### src/sv/ptw_pkg.sv
// Package for the four-level page table walker: word types, result codes,
// level codes and physical address masks. No dependencies.
`default_nettype none
package ptw_pkg;

  localparam int PHYS_ADDR_BITS = 52;   // supported range 36..52
  localparam int OUT_ADDR_W     = 52;
  localparam int LIN_W          = 48;
  localparam int DATA_W         = 64;

  localparam logic [OUT_ADDR_W-1:0] PHYS_MASK =
    (OUT_ADDR_W'(1) << PHYS_ADDR_BITS) - OUT_ADDR_W'(1);
  localparam logic [OUT_ADDR_W-1:0] BASE_4K_MASK = PHYS_MASK & ~OUT_ADDR_W'(32'hFFF);
  localparam logic [OUT_ADDR_W-1:0] BASE_2M_MASK = PHYS_MASK & ~OUT_ADDR_W'(32'h1F_FFFF);
  localparam logic [OUT_ADDR_W-1:0] BASE_1G_MASK = PHYS_MASK & ~OUT_ADDR_W'(32'h3FFF_FFFF);

  localparam int BIT_PRESENT = 0;
  localparam int BIT_PAGE    = 7;

  // input op codes
  localparam logic OP_START = 1'b0;
  localparam logic OP_DATA  = 1'b1;

  // result kinds
  localparam logic [1:0] KIND_REQ    = 2'd0;
  localparam logic [1:0] KIND_DONE   = 2'd1;
  localparam logic [1:0] KIND_FAULT  = 2'd2;
  localparam logic [1:0] KIND_IGNORE = 2'd3;

  // page sizes
  localparam logic [1:0] SIZE_4K = 2'd0;
  localparam logic [1:0] SIZE_2M = 2'd1;
  localparam logic [1:0] SIZE_1G = 2'd2;

  // table levels
  localparam logic [1:0] LVL_PML4 = 2'd0;
  localparam logic [1:0] LVL_PDPT = 2'd1;
  localparam logic [1:0] LVL_PD   = 2'd2;
  localparam logic [1:0] LVL_PT   = 2'd3;

  typedef struct packed {
    logic              op;
    logic [DATA_W-1:0] root_table;
    logic [LIN_W-1:0]  linear_address;
    logic [DATA_W-1:0] read_data;
  } in_word_t;

  typedef struct packed {
    logic [1:0]            kind;
    logic [OUT_ADDR_W-1:0] address;
    logic [1:0]            page_size;
    logic [OUT_ADDR_W-1:0] entry_address;
  } res_t;

endpackage
`default_nettype wire

### src/sv/ptw_in_reg.sv
// Input register stage of the page table walker.
// Depends on ptw_pkg for the input word type.
`default_nettype none
module ptw_in_reg
  import ptw_pkg::*;
(
  input  wire logic     clk,
  input  wire logic     rst_n,
  input  wire logic     valid_i,
  output logic          ready_o,
  input  wire in_word_t word_i,
  input  wire logic     adv_i,
  output logic          vld_o,
  output in_word_t      word_o
);

  logic     vld_r;
  in_word_t word_r;

  assign ready_o = !vld_r || adv_i;
  assign vld_o   = vld_r;
  assign word_o  = word_r;

  always_ff @(posedge clk) begin
    if (!rst_n) begin
      vld_r <= 1'b0;
    end else if (ready_o) begin
      vld_r <= valid_i;
    end
  end

  always_ff @(posedge clk) begin
    if (ready_o && valid_i) begin
      word_r <= word_i;
    end
  end

endmodule
`default_nettype wire

### src/sv/ptw_step.sv
// Walk state and per-word decision logic: start, entry check, next request.
// Depends on ptw_pkg for codes, masks and word types.
`default_nettype none
module ptw_step
  import ptw_pkg::*;
(
  input  wire logic     clk,
  input  wire logic     rst_n,
  input  wire logic     adv_i,
  input  wire in_word_t word_i,
  output res_t          res_o
);

  logic [1:0]            level_r, level_nxt;
  logic                  busy_r, busy_nxt;
  logic [LIN_W-1:0]      lin_r, lin_nxt;
  logic [OUT_ADDR_W-1:0] pend_r, pend_nxt;

  logic [OUT_ADDR_W-1:0] data_addr;
  logic [OUT_ADDR_W-1:0] base_addr;
  logic [LIN_W-1:0]      idx_lin;
  logic [1:0]            req_level;
  logic [8:0]            idx;
  logic                  do_req;
  logic [OUT_ADDR_W-1:0] req_addr;
  res_t                  res;

  assign data_addr = word_i.read_data[OUT_ADDR_W-1:0];

  always_comb begin
    idx = 9'd0;
    unique case (req_level)
      LVL_PML4: idx = idx_lin[47:39];
      LVL_PDPT: idx = idx_lin[38:30];
      LVL_PD:   idx = idx_lin[29:21];
      LVL_PT:   idx = idx_lin[20:12];
      default:  idx = 9'd0;
    endcase
  end

  // base low 12 bits are masked off, so the index simply fills them
  assign req_addr = (base_addr & BASE_4K_MASK) | OUT_ADDR_W'({idx, 3'b000});

  always_comb begin
    level_nxt = level_r;
    busy_nxt  = busy_r;
    lin_nxt   = lin_r;
    pend_nxt  = pend_r;
    base_addr = data_addr;
    idx_lin   = lin_r;
    req_level = LVL_PML4;
    do_req    = 1'b0;
    res       = '0;

    if (word_i.op == OP_START) begin
      lin_nxt   = word_i.linear_address;
      busy_nxt  = 1'b1;
      base_addr = word_i.root_table[OUT_ADDR_W-1:0];
      idx_lin   = word_i.linear_address;
      req_level = LVL_PML4;
      do_req    = 1'b1;
    end else if (!busy_r) begin
      res.kind = KIND_IGNORE;
    end else if (!word_i.read_data[BIT_PRESENT]) begin
      busy_nxt          = 1'b0;
      res.kind          = KIND_FAULT;
      res.entry_address = pend_r;
    end else begin
      res.entry_address = pend_r;
      unique case (level_r)
        LVL_PML4: begin
          req_level = LVL_PDPT;
          do_req    = 1'b1;
        end
        LVL_PDPT: begin
          if (word_i.read_data[BIT_PAGE]) begin
            busy_nxt      = 1'b0;
            res.kind      = KIND_DONE;
            res.page_size = SIZE_1G;
            res.address   = (data_addr & BASE_1G_MASK) | OUT_ADDR_W'(lin_r[29:0]);
          end else begin
            req_level = LVL_PD;
            do_req    = 1'b1;
          end
        end
        LVL_PD: begin
          if (word_i.read_data[BIT_PAGE]) begin
            busy_nxt      = 1'b0;
            res.kind      = KIND_DONE;
            res.page_size = SIZE_2M;
            res.address   = (data_addr & BASE_2M_MASK) | OUT_ADDR_W'(lin_r[20:0]);
          end else begin
            req_level = LVL_PT;
            do_req    = 1'b1;
          end
        end
        default: begin
          busy_nxt      = 1'b0;
          res.kind      = KIND_DONE;
          res.page_size = SIZE_4K;
          res.address   = (data_addr & BASE_4K_MASK) | OUT_ADDR_W'(lin_r[11:0]);
        end
      endcase
    end

    if (do_req) begin
      level_nxt         = req_level;
      pend_nxt          = req_addr;
      res.kind          = KIND_REQ;
      res.address       = req_addr;
      res.page_size     = SIZE_4K;
      res.entry_address = req_addr;
    end
  end

  assign res_o = res;

  always_ff @(posedge clk) begin
    if (!rst_n) begin
      level_r <= LVL_PML4;
      busy_r  <= 1'b0;
      lin_r   <= '0;
      pend_r  <= '0;
    end else if (adv_i) begin
      level_r <= level_nxt;
      busy_r  <= busy_nxt;
      lin_r   <= lin_nxt;
      pend_r  <= pend_nxt;
    end
  end

endmodule
`default_nettype wire

### src/sv/ptw_out_reg.sv
// Result register stage of the page table walker.
// Depends on ptw_pkg for the result word type.
`default_nettype none
module ptw_out_reg
  import ptw_pkg::*;
(
  input  wire logic clk,
  input  wire logic rst_n,
  input  wire logic load_i,
  input  wire res_t res_i,
  output logic      free_o,
  output logic      valid_o,
  input  wire logic ready_i,
  output res_t      res_o
);

  logic vld_r;
  res_t res_r;

  assign free_o  = !vld_r || ready_i;
  assign valid_o = vld_r;
  assign res_o   = res_r;

  always_ff @(posedge clk) begin
    if (!rst_n) begin
      vld_r <= 1'b0;
    end else if (free_o) begin
      vld_r <= load_i;
    end
  end

  always_ff @(posedge clk) begin
    if (load_i) begin
      res_r <= res_i;
    end
  end

endmodule
`default_nettype wire

### src/sv/four_level_page_table_walker_unit.sv
// Four-level page table walker, top level.
// A word passes through the input register, then the result register.
// Throughput: one word per cycle unless the output stalls; input accepted while
// a result waits if the input register drains into a free result register.
// Reset (rst_n low, synchronous): walk idle, level and saved addresses zero.
// Depends on ptw_pkg, ptw_in_reg, ptw_step, ptw_out_reg.
`default_nettype none
module four_level_page_table_walker_unit
  import ptw_pkg::*;
(
  input  wire logic                  clk,
  input  wire logic                  rst_n,
  input  wire logic                  in_valid,
  output logic                       in_ready,
  input  wire logic                  in_op,
  input  wire logic [DATA_W-1:0]     in_root_table,
  input  wire logic [LIN_W-1:0]      in_linear_address,
  input  wire logic [DATA_W-1:0]     in_read_data,
  output logic                       out_valid,
  input  wire logic                  out_ready,
  output logic [1:0]                 out_kind,
  output logic [OUT_ADDR_W-1:0]      out_address,
  output logic [1:0]                 out_page_size,
  output logic [OUT_ADDR_W-1:0]      out_entry_address
);

  in_word_t in_word, stage_word;
  logic     stage_vld, out_free, adv;
  res_t     step_res, out_res;

  assign in_word.op             = in_op;
  assign in_word.root_table     = in_root_table;
  assign in_word.linear_address = in_linear_address;
  assign in_word.read_data      = in_read_data;

  // advance a word when the result register can take it
  assign adv = stage_vld && out_free;

  ptw_in_reg u_in (
    .clk     (clk),
    .rst_n   (rst_n),
    .valid_i (in_valid),
    .ready_o (in_ready),
    .word_i  (in_word),
    .adv_i   (adv),
    .vld_o   (stage_vld),
    .word_o  (stage_word)
  );

  ptw_step u_step (
    .clk    (clk),
    .rst_n  (rst_n),
    .adv_i  (adv),
    .word_i (stage_word),
    .res_o  (step_res)
  );

  ptw_out_reg u_out (
    .clk     (clk),
    .rst_n   (rst_n),
    .load_i  (adv),
    .res_i   (step_res),
    .free_o  (out_free),
    .valid_o (out_valid),
    .ready_i (out_ready),
    .res_o   (out_res)
  );

  assign out_kind          = out_res.kind;
  assign out_address       = out_res.address;
  assign out_page_size     = out_res.page_size;
  assign out_entry_address = out_res.entry_address;

endmodule
`default_nettype wire

### config.mk
export PLATFORM = sky130hd
export DESIGN_NAME = four_level_page_table_walker_unit
export DESIGN_NICKNAME = d
export VERILOG_FILES = /design/src/sv/ptw_pkg.sv /design/src/sv/ptw_in_reg.sv /design/src/sv/ptw_step.sv /design/src/sv/ptw_out_reg.sv /design/src/sv/four_level_page_table_walker_unit.sv
export SDC_FILE = /design/constraint.sdc
export NUM_CORES = 1
export LEC_CHECK = 0
export ABC_CLOCK_PERIOD_IN_PS = 9300
export BUFFER_PORTS_ARGS = -buffer_cell sky130_fd_sc_hd__buf_4
export CORE_ASPECT_RATIO = 1.75
export CORE_MARGIN = 1
export CORE_UTILIZATION = 25
export DETAILED_ROUTE_END_ITERATION = 6
export PLACE_DENSITY = 0.39
export SYNTH_ARGS = -nofsm -noshare
export SYNTH_HDL_FRONTEND = slang
export SYNTH_HIERARCHICAL = 1
export SYNTH_SLANG_ARGS = --single-unit
### constraint.sdc
create_clock -name clk -period 9.3 [get_ports clk]
set_input_delay 0.465 -clock clk [delete_from_list [all_inputs] [get_ports clk]]
set_output_delay 0.465 -clock clk [all_outputs]
set_load 0.05 [all_outputs]
After elaboration in Yosys (flattened, before gate mapping):

Cells that the tools add are included.

* memories kept: 0
* memory bits (read-only): 0
* latch bits: 0
* flip-flop bits (word level): 366
* memory bits (writable): 0
* input port bits: 181
* word-level logic and storage cells: 63

* multiply operators: 0
* bitwise logic cells: 7
* eq/ne operators: 5
* div/mod/pow operators: 0
* reduce and logical (&&, ||, !) cells: 13
* shift operators: 0
* multiplexer cells: 23
* $lt $le $gt $ge: 0
* $add $sub $neg: 0

Operators with widths (count)
* $mux W106: 3
* $pmux W56 S3: 1
* $mux W55: 2
* $or A52 B12 Y52: 2
* $mux W54: 1
* $mux W52: 1
* $or A52 B21 Y52: 1
* $or A52 B30 Y52: 1
* $mux W48: 1
* $pmux W9 S4: 1
* $mux W2: 7
* $eq A2 B2 Y1 const B: 3
* $pmux W2 S3: 1
* $eq A2 B1 Y1 const B: 2
* $logic_not A2 Y1: 2
* $mux W1: 4
* $reduce_and A2 Y1: 2
* $reduce_or A2 Y1: 2
* $reduce_or A4 Y1: 1
* $not A1 Y1: 3
* $logic_and A1 B1 Y1: 2
* $logic_not A1 Y1: 2
* $logic_or A1 B1 Y1: 2
* $pmux W1 S2: 1

Logic depth before layout (Yosys ltp):

* depth in word-level cells: 9
* mapped depth: 10
* depth with buffers taken out: 7

Cells and area by module:

The synthesis kept the hierarchy.

By module, submodules not included
* ptw_step: times used 1, area an instance 6223.5 um^2, sequential area each 2001.9 um^2, cells an instance 825
* ptw_in_reg: times used 1, area an instance 5372.7 um^2, sequential area each 5335.1 um^2, cells an instance 182
* ptw_out_reg: times used 1, area an instance 3291.9 um^2, sequential area each 3263.1 um^2, cells an instance 112
* four_level_page_table_walker_unit: times used 1, area an instance 6.3 um^2, sequential area each 0.0 um^2, cells an instance 1

Worst setup path before layout:

OpenSTA, ideal clock, no wires.

* path type: register -> register
* start: register u_out.vld_r, in the netlist u_out/valid_o
* end: register u_in.word_r, in the netlist u_in/word_o[0], enable pin
* period minus slack after synthesis: 5634 ps
* required time: 8885 ps
* path buffers: 0
* arrival: 5220 ps
* slack: 3666 ps
* cell stages (with the launch flop): 5
* setup time: 415 ps
* cell sequence: dfxtp_1 -> nand2b_4 -> and2_1 -> nand2b_4 -> and2_4

* cells in the longest elaborated chain, start to end: 5

Ends and longest elaborated chain
* start, declared: RTL line ptw_out_reg.sv:17 `logic vld_r;`
* start signal, assigned: RTL line ptw_out_reg.sv:28 `vld_r <= load_i;`
* $logic_not A1 Y1: RTL line ptw_out_reg.sv:20 `assign free_o = !vld_r || ready_i;`
* $logic_or A1 B1 Y1: RTL line ptw_out_reg.sv:20
* via out_free: RTL line four_level_page_table_walker_unit.sv:28 `logic stage_vld, out_free, adv;`
* $logic_and A1 B1 Y1: RTL line four_level_page_table_walker_unit.sv:37 `assign adv = stage_vld && out_free;`
* via adv: RTL line four_level_page_table_walker_unit.sv:28
* $logic_or A1 B1 Y1: RTL line ptw_in_reg.sv:20 `assign ready_o = !vld_r || adv_i;`
* via in_ready: RTL line four_level_page_table_walker_unit.sv:14 `output logic in_ready,`
* $logic_and A1 B1 Y1: RTL line ptw_in_reg.sv:33 `if (ready_o && valid_i) begin`
* end signal, assigned: RTL line ptw_in_reg.sv:34 `word_r <= word_i;`
* end, declared: RTL line ptw_in_reg.sv:18 `in_word_t word_r;`

The timed path passes the listed nets, and every way through them passes these cells.
A chain may end at the register's enable or synchronous reset.

Worst setup path after layout:

* start: register u_step.busy_r
* end: register u_step.pend_r[8]

* cells in the longest elaborated chain, start to end: 5

Ends and longest elaborated chain
* start, declared: RTL line ptw_step.sv:15 `logic busy_r, busy_nxt;`
* start signal, assigned: RTL line ptw_step.sv:126 `busy_r <= busy_nxt;`
* $mux W2: RTL line ptw_step.sv:62 `end else if (!busy_r) begin`
* $mux W2: RTL line ptw_step.sv:55 `if (word_i.op == OP_START) begin`
* $eq A2 B2 Y1 (tied with other cells): RTL line ptw_step.sv:32 `unique case (req_level)`
* $pmux W9 S4: RTL line ptw_step.sv:32
* $or A52 B12 Y52: RTL line ptw_step.sv:42 `assign req_addr = (base_addr & BASE_4K_MASK) | OUT_ADDR_W'({idx, 3'b000});`
* end signal, assigned: RTL line ptw_step.sv:128 `pend_r <= pend_nxt;`
* end, declared: RTL line ptw_step.sv:17 `logic [OUT_ADDR_W-1:0] pend_r, pend_nxt;`

Several ways; a longest one is shown, not always the timed one.

==> impl_results.md <==
- Post-DRT Antenna Nets: 0
- CTS clk-pin slew, worst paths: ~0.070 ns
- Initial antenna violation count: 0
- Non-filler cells in the finished layout: about 2000
- CTS root buf: clkbuf_16
- RR Startpoint: u_step/busy_r
- Worst-path fanout max: 59
- CTS resizes: 0
- Post-synthesis cell count: 1074
- Pre-CTS setup slack: ~5.5 ns
- Final wirelength: between 40000 and 50000 microns
- Clk_lat worst skew: roughly 0.53 ns
- Number of diodes: 0
- Most numerous cell on the critical path: buf_4
- Worst endpoint required time: 9.74 ns
- Final Max Tran Viols: 0
- Starting Density: between 20 and 30%
- Pin count of the biggest net entering global routing: 71
- Post-CTS Setup Inserts: 0
- Core Util, Final: between 30% and 40%
- Crit path max-delay family: buffers and inverters
- Worst min path class: primary input to flip-flop
- Final period util: between 40 and 50%
- Hold Buf Count CTS: 0
- Internal power: around 2.7 mW
- TritonCTS Buffers: 37
- Detailed-route via count: between 9000 and 10000
- Leak: roughly 6.6 nW
- Nets: about 1500
- Vias in the first global route: 9206
- Layout cells sized above 1: between 20% and 30%
- Placed Area: 15970 sq um
- H-Tree Level Count: 2
- First-pass GRT wire length: ~59000 microns
- Slew Limit Headroom: 26.25%
- Worst setup SP type: flip-flop
- Layout area overhead: 26.64%
- Syn_area_per_cell: 12.58 sq um
- Status: finished, final reports clean
- CP endpoint kind: flip-flop
- Port-buffer cells: 244
- Synth Cell Area: about 14000 sq um
- Vias/cell: 4.528
- Design Area, Final: about 17000 sq um
- TNS Setup: 0 ns
- Crit path time final: between 3 and 4 ns
- RePlAce Congestion: about 0.73
- Die width: approximately 180 microns
- Final Setup Violations: 0
- Chip height: between 300 and 400 microns
- Row cnt: around 110
- Die area: roughly 55000 sq um
- Setup WS post-layout: 5.507 ns
- Clock Tree Buf Depth: 3
- Ports: a little under 300
- Fmax: 263.6 MHz
- CTS tree: done
- Worst slew pin tran: about 1.1 ns
- Drt first-iter violations: around 420
- Pwr per Cell Area: about 210 nW/um^2
- Clock share of power: between 30% and 40%
- Crit path kind: flip-flop to flip-flop
- DRC: 0
- Slowest stage cell, crit path: a21oi_4
- Sw frac: 25.83%
- Routed WL per cell: slightly above 20 microns
- CP max stage delay: 0.86 ns
- Endpoints failing hold: 0
- Hold path startpoint: in_read_data[47]
- Placed insts: around 1900
- Comb power frac: 11.2%
- Peak VDD IR: approximately 0.0001 V
- RSZ-0062 raised after global routing: no
- Switching power: slightly above 0.9 mW
- First drt pass iteration count: 5
- CORE AREA: about 53000 sq um
- HPWL after DPL: around 27000 microns
- GR Overflow Total: 0
- Critical Path AT: roughly 4.2 ns
- Max cap viols: 0
- Cell Chain, Critical Path: buf_4 -> and3b_1 -> o21ai_4 -> a21oi_4 -> buf_4 -> nand2_2 -> o32ai_1
- Critical Path Source: u_step/busy_r
- Seq pwr share: about half
- Clock Sinks: 341
- Worst path buffer plus inverter count: 2
- Clock skew: roughly 0.013 ns
- Yosys warnings: 6
- Total GRT Usage: 14.75%
worst paths after layout:
kind	endpoint	slack [ns]	depth (start not counted)
min	u_in/word_o[47]	0.11	1
min reg2reg	u_step/lin_r[0]	0.46	2
max reg2reg	u_step/pend_r[8]	5.51	7
max	u_step/pend_r[8]	5.51	7
area by class of cell:
type                            instances  area (sq um)
Clock buffer                           57          1084
Clock inverter                         11         60.06
Fill cell                            5365         36280
Inverter                                7         26.28
Multi-Input combinational cell        650          3938
Sequential cell                       341          9220
Tap cell                              684         855.8
Timing Repair Buffer                  257          1929
power groups by stage:
stage / clock network [mW] / logic [mW] / registers, mW
4_1_cts: 1.48 / 0.414 / 1.79
5_1_grt: 1.53 / 0.435 / 1.79
6_report: 1.42 / 0.403 / 1.78
3_3_place_gp: 0 / 0.411 / 1.82
2_1_floorplan: 0 / 0.148 / 1.91
3_5_place_dp: 0 / 0.412 / 1.82
sequential cells by signal, indices dropped and copies added, names as in the netlist:
register	cells
u_in/word_o	131
u_step/pend_r	49
u_step/lin_r	48
u_step/busy_r	1
u_out/res_o	108
u_step/level_r	2
u_in/vld_o	1
u_out/valid_o	1
through the flow:
stage / total power, mW / hold slack, ns
after floorplan: 2.060 / 0.4382
after global placement: 2.227 / 0.4466
after detailed placement: 2.230 / 0.4536
after CTS: 3.682 / 0.06875
after global routing: 3.762 / 0.07743
final: 3.607 / 0.1063
layer usage:
layer	global-route usage, %	vias to the layer above	share of wire, %
met5	0	-	0
met2	27.83	283	54
li1	-	4407	-
met1	16.38	4338	38
met4	5.466	0	3.3
met3	2.267	59	4.7
placed cells by master (no fill, tap or decap), drive strengths merged, types with 3 or more instances in the layout:
| cell type | instances |
|---|---|
| a21boi | 52 |
| a21o | 22 |
| a21oi | 39 |
| a221o | 16 |
| a31o | 7 |
| a31oi | 37 |
| and2 | 8 |
| buf | 257 |
| clkbuf | 57 |
| clkinv | 8 |
| conb | 3 |
| dfxtp | 102 |
| edfxtp | 239 |
| ha | 4 |
| inv | 8 |
| mux2 | 10 |
| mux2i | 8 |
| nand2 | 192 |
| nand2b | 7 |
| nand3 | 44 |
| nand3b | 8 |
| nor2 | 43 |
| nor2b | 38 |
| o211a | 40 |
| o211ai | 11 |
| o21ai | 32 |
| o32ai | 16 |
worst reg2reg max path, stage by stage, from the launching register on:
cell,delay [ns]
dfxtp_2,0.31
buf_4,0.66
and3b_1,0.44
o21ai_4,0.11
a21oi_4,0.86
buf_4,0.74
nand2_2,0.31
o32ai_1,0.28
Note: power is estimated with default switching activity, not from simulation.
